`src/hw/rtl/bmxt_pkg.sv`:
```
// ----------------------------------------------------------------------------
// bmxt_pkg
// Word types, status codes and controller/datapath signal groups for the
// bounded max-xor trie.
// ----------------------------------------------------------------------------
package bmxt_pkg;

    localparam logic REQ_INSERT = 1'b0;
    localparam logic REQ_QUERY  = 1'b1;

    localparam logic [1:0] ST_INSERTED = 2'd0;
    localparam logic [1:0] ST_FULL     = 2'd1;
    localparam logic [1:0] ST_FOUND    = 2'd2;
    localparam logic [1:0] ST_NONE     = 2'd3;

    typedef struct packed {
        logic        req_type;
        logic [31:0] key_value;
        logic [31:0] upper_limit;
    } in_word_t;

    typedef struct packed {
        logic [1:0]  status;
        logic [31:0] best_xor;
    } out_word_t;

    typedef struct packed {
        logic load;
        logic step;
        logic push;
    } ctl_cmd_t;

    typedef struct packed {
        logic reject;
        logic walk_end;
    } dp_stat_t;

endpackage

```
`src/hw/rtl/bmxt_ctrl.sv`:
```
// ----------------------------------------------------------------------------
// bmxt_ctrl
// Sequencer: takes a request word, runs the trie walk one level per cycle,
// then hands the result to the output register when it is free.
// ----------------------------------------------------------------------------
module bmxt_ctrl
(
    input  logic               clk,
    input  logic               rst_n,
    input  logic               req_valid,
    output logic               req_stall,
    output logic               rsp_valid,
    input  logic               rsp_stall,
    output bmxt_pkg::ctl_cmd_t cmd,
    input  bmxt_pkg::dp_stat_t stat
);
    import bmxt_pkg::*;

    localparam logic [1:0] S_IDLE = 2'd0;
    localparam logic [1:0] S_WALK = 2'd1;
    localparam logic [1:0] S_DONE = 2'd2;

    logic [1:0] state_reg;
    logic [1:0] state_next;
    logic       rsp_valid_reg;
    logic       rsp_valid_next;
    logic       rsp_free;

    assign rsp_free  = !rsp_valid_reg || !rsp_stall;
    assign req_stall = (state_reg != S_IDLE);
    assign rsp_valid = rsp_valid_reg;

    always_comb
    begin
        cmd        = '0;
        state_next = state_reg;
        case (state_reg)
            S_IDLE:
            begin
                if (req_valid)
                begin
                    cmd.load   = 1'b1;
                    state_next = stat.reject ? S_DONE : S_WALK;
                end
            end
            S_WALK:
            begin
                cmd.step = 1'b1;
                if (stat.walk_end)
                begin
                    state_next = S_DONE;
                end
            end
            S_DONE:
            begin
                if (rsp_free)
                begin
                    cmd.push   = 1'b1;
                    state_next = S_IDLE;
                end
            end
            default:
            begin
                state_next = S_IDLE;
            end
        endcase
    end

    always_comb
    begin
        rsp_valid_next = rsp_valid_reg;
        if (cmd.push)
        begin
            rsp_valid_next = 1'b1;
        end
        else if (!rsp_stall)
        begin
            rsp_valid_next = 1'b0;
        end
    end

    always_ff @(posedge clk or negedge rst_n)
    begin
        if (!rst_n)
        begin
            state_reg     <= S_IDLE;
            rsp_valid_reg <= 1'b0;
        end
        else
        begin
            state_reg     <= state_next;
            rsp_valid_reg <= rsp_valid_next;
        end
    end

    // result never overwrites a word still waiting downstream
    a_push_free: assert property (@(posedge clk) disable iff (!rst_n)
        cmd.push |-> (!rsp_valid_reg || !rsp_stall))
        else $error("result pushed over pending word");

    a_reject_skips_walk: assert property (@(posedge clk) disable iff (!rst_n)
        (state_reg == S_IDLE && req_valid && stat.reject) |=> (state_reg == S_DONE))
        else $error("rejected insert entered walk");

    a_walk_exit: assert property (@(posedge clk) disable iff (!rst_n)
        (state_reg == S_WALK && !stat.walk_end) |=> (state_reg == S_WALK && req_stall))
        else $error("walk left early");

endmodule

```
`config.mk`:
```
export PLATFORM = sky130hd
export DESIGN_NAME = bmxt_ctrl
export DESIGN_NICKNAME = d
export VERILOG_FILES = /design/src/hw/rtl/bmxt_pkg.sv /design/src/hw/rtl/bmxt_ctrl.sv
export SDC_FILE = /design/constraint.sdc
export NUM_CORES = 1
export LEC_CHECK = 0
export CAP_MARGIN = 20
export CORE_AREA = 4 4 41 43
export DETAILED_ROUTE_END_ITERATION = 10
export DIE_AREA = 0 0 45 47
export DONT_BUFFER_PORTS = 1
export SYNTH_ARGS = -nofsm -noshare
export SYNTH_HDL_FRONTEND = slang
export SYNTH_SLANG_ARGS = --single-unit
```
`constraint.sdc`:
```
create_clock -name clk -period 1.43 [get_ports clk]
set_clock_uncertainty 0.2 [all_clocks]
set_input_delay 0.286 -clock clk [delete_from_list [all_inputs] [get_ports clk]]
set_output_delay 0.286 -clock clk [all_outputs]
set_load 0.03 [all_outputs]
```
==> impl_metrics.tcl <==
set metrics [dict create \
    vias 188 \
    ios 11 \
    yosys_warnings 0 \
    port_buffers 0 \
    core_area_um2 1300 \
    power.density_nw_per_um2 1760 \
    placed_cells 39 \
    cp_data_arrival_time_ps 1140 \
    p_total_mw 0.565 \
    fin_cells 47 \
    power_leakage_nw 0.147 \
    cts_root_buffer "clkbuf_4" \
    drtIter0Drc 2 \
    synth_top_family_by_area "simple AND/OR/NAND/NOR gates" \
    finalNetCount 39 \
    seqPwrFrac 0.228 \
    h-tree-depth 1 \
    firstDrtPassIters 2 \
    cap_viol_max_count 0 \
    wl_um 574 \
    final.fill_count 161 \
    dieArea_um2 2120 \
    rows 13 \
    cp.required_ps 940 \
    cp-start-kind "flop" \
    setup_ws_ps -199 \
    grt_max_degree 6 \
    antennaDiodeCount 0 \
    detail_route.wl_per_cell_um 12.2 \
    setup_violations 4 \
    synth_cell_types 15 \
    fin_crit_ps 1630 \
    synth_xor_area_frac 0 \
    slew_headroom 0.856 \
    ys_ff_latch 3 \
    fmax_mhz 614 \
    combPwrFrac 0.497 \
    cts_max_path_buffers 2 \
    antenna_found_initial 0 \
    die_x_um 45 \
    synth_fa_ha_area_frac 0 \
    rsz0062_at_grt "true" \
    period_share 1.14 \
    dieHeight_um 47 \
    syn_area_um2 175 \
    ir_drop_uv 499 \
    area_growth_pct 83.6 \
    synth_mux_area_frac 0 \
    drive_above_1_share 0.469 \
    track_usage 0.0854 \
    cts_tree "built" \
    largest_reg_flops 2 \
    path_clk_slew_ps 40 \
    clock_latency_ps 240 \
    drv_slew 0 \
    sw_frac_of_total 0.393 \
    hp-class "in2reg" \
    start_util 0.135 \
    synth-compound-area-share 0.0571 \
    gp_congestion 0.674 \
    drc_errors 0 \
    grt_pass1_wl_um 1040 \
    switching_power_mw 0.222 \
    synth_cells 19 \
    synth_simple_gate_area_frac 0.450 \
    cts_num_sinks 3 \
    grt_overflow 0 \
    avgSynthCellArea_um2 9.22 \
    synth.net_count 25 \
    hold_viol 0 \
    tightestPinTransition_ps 216 \
    violations "setup timing" \
    power.internal_mw 0.343 \
    cp-end-kind "primary output" \
    yosysSeqAreaShare 0.429 \
    status "complete, but fails checks" \
    critPathMaxFanout 4 \
    viasPerCell 4.00 \
    setup-tns-final_ps -600 \
    ant_nets 0 \
    clkPwrFrac 0.275 \
    path_class "reg2out" \
    cts_buffers 3 \
    grt_pass1_vias 234 \
]
[cell usage after synthesis, drive strengths merged]
| cell | instances | area [um2] |
|---|---|---|
| a21oi | 2 | 10.0 |
| buf | 1 | 7.51 |
| dfrtp | 3 | 75.1 |
| inv | 1 | 3.75 |
| nand2 | 2 | 7.51 |
| nand2b | 1 | 6.26 |
| nand3 | 1 | 5.00 |
| nand3b | 1 | 7.51 |
| nand4b | 1 | 8.76 |
| nand4bb | 1 | 11.3 |
| nor2 | 1 | 3.75 |
| nor2b | 1 | 6.26 |
| or2 | 1 | 6.26 |
| or2b | 1 | 7.51 |
| or3b | 1 | 8.76 |
[cells by family (layout without fill, tap and decap cells)]
group	after synthesis	count (layout)
compound gates	2	2
simple gates	12	12
flops	3	3
buf+inv	2	15
[critical path: stages, from the launching register on]
cell and delay (ps):
dfrtp_2 420, or2_4 270, nor2_4 220
[layer usage]
layer / wire length [um] / global-route usage / vias to the layer above
met5: 0 / 0 / -
met4: 34 / 0.140 / 0
met3: 60 / 0.0690 / 2
met2: 265 / 0.107 / 12
met1: 215 / 0.0639 / 85
li1: - / - / 89
[path summary, 6_finish.rpt]
check	start	endpoint	slack, ps	depth (start not counted)
max	state_reg[1]	cmd[2]	-200	2
min	stat[1]	state_reg[0]	20	2
max reg2reg	state_reg[0]	state_reg[0]	90	3
min reg2reg	state_reg[1]	state_reg[0]	380	2
max in group asynchronous	rst_n	state_reg[1]	750	1
min in group asynchronous	rst_n	state_reg[0]	110	1
[cell usage in the layout (no fill, tap or decap), drive strengths merged]
| master | n |
|---|---|
| or2b | 1 |
| inv | 1 |
| nor2b | 1 |
| dfrtp | 3 |
| or3b | 1 |
| nand2b | 1 |
| nand2 | 2 |
| or2 | 1 |
| dlygate4sd3 | 3 |
| nand4b | 1 |
| clkbuf | 4 |
| nor2 | 1 |
| nand4bb | 1 |
| buf | 7 |
| nand3b | 1 |
| nand3 | 1 |
| a21oi | 2 |
[through the flow]
stage	util	worst slack [ps]	hold slack, ps	cell area (um2)
finish	0.247	-199	20.9	322
global route	0.247	-232	10.4	322
CTS	0.229	-173	14.6	298
detailed placement	0.186	92.6	-209	241
global placement	0.186	105	-209	241
floorplan	-	33.5	-210	185
[power by group through the flow]
stage	sequential [mW]	combinational, mW	clock (mW)
2_1_floorplan	0.153	0.138	0
3_3_place_gp	0.124	0.241	0
3_5_place_dp	0.125	0.242	0
4_1_cts	0.124	0.253	0.163
5_1_grt	0.135	0.299	0.179
6_report	0.129	0.281	0.155
[what timing repair did]
| item | 4_1_cts | 5_1_grt |
|---|---|---|
| cloned | 0 | 0 |
| buffers inserted | 0 | 1 |
| resized for setup | 0 | 4 |
| hold buffers | 3 | 0 |
| hold endpoints to repair | 5 | 0 |
| pin swaps | 0 | 1 |
| setup endpoints to repair | 4 | 4 |
[layout make-up]
type	instances	area, um2	area share
Multi-Input combinational cell	14	110	0.342
Timing Repair Buffer	10	86.3	0.268
Sequential cell	3	76.3	0.237
Clock buffer	4	26.3	0.0817
Tap cell	15	18.8	0.0584
Inverter	1	3.75	0.0117
No activity file was read; power rests on OpenSTA's default activity.
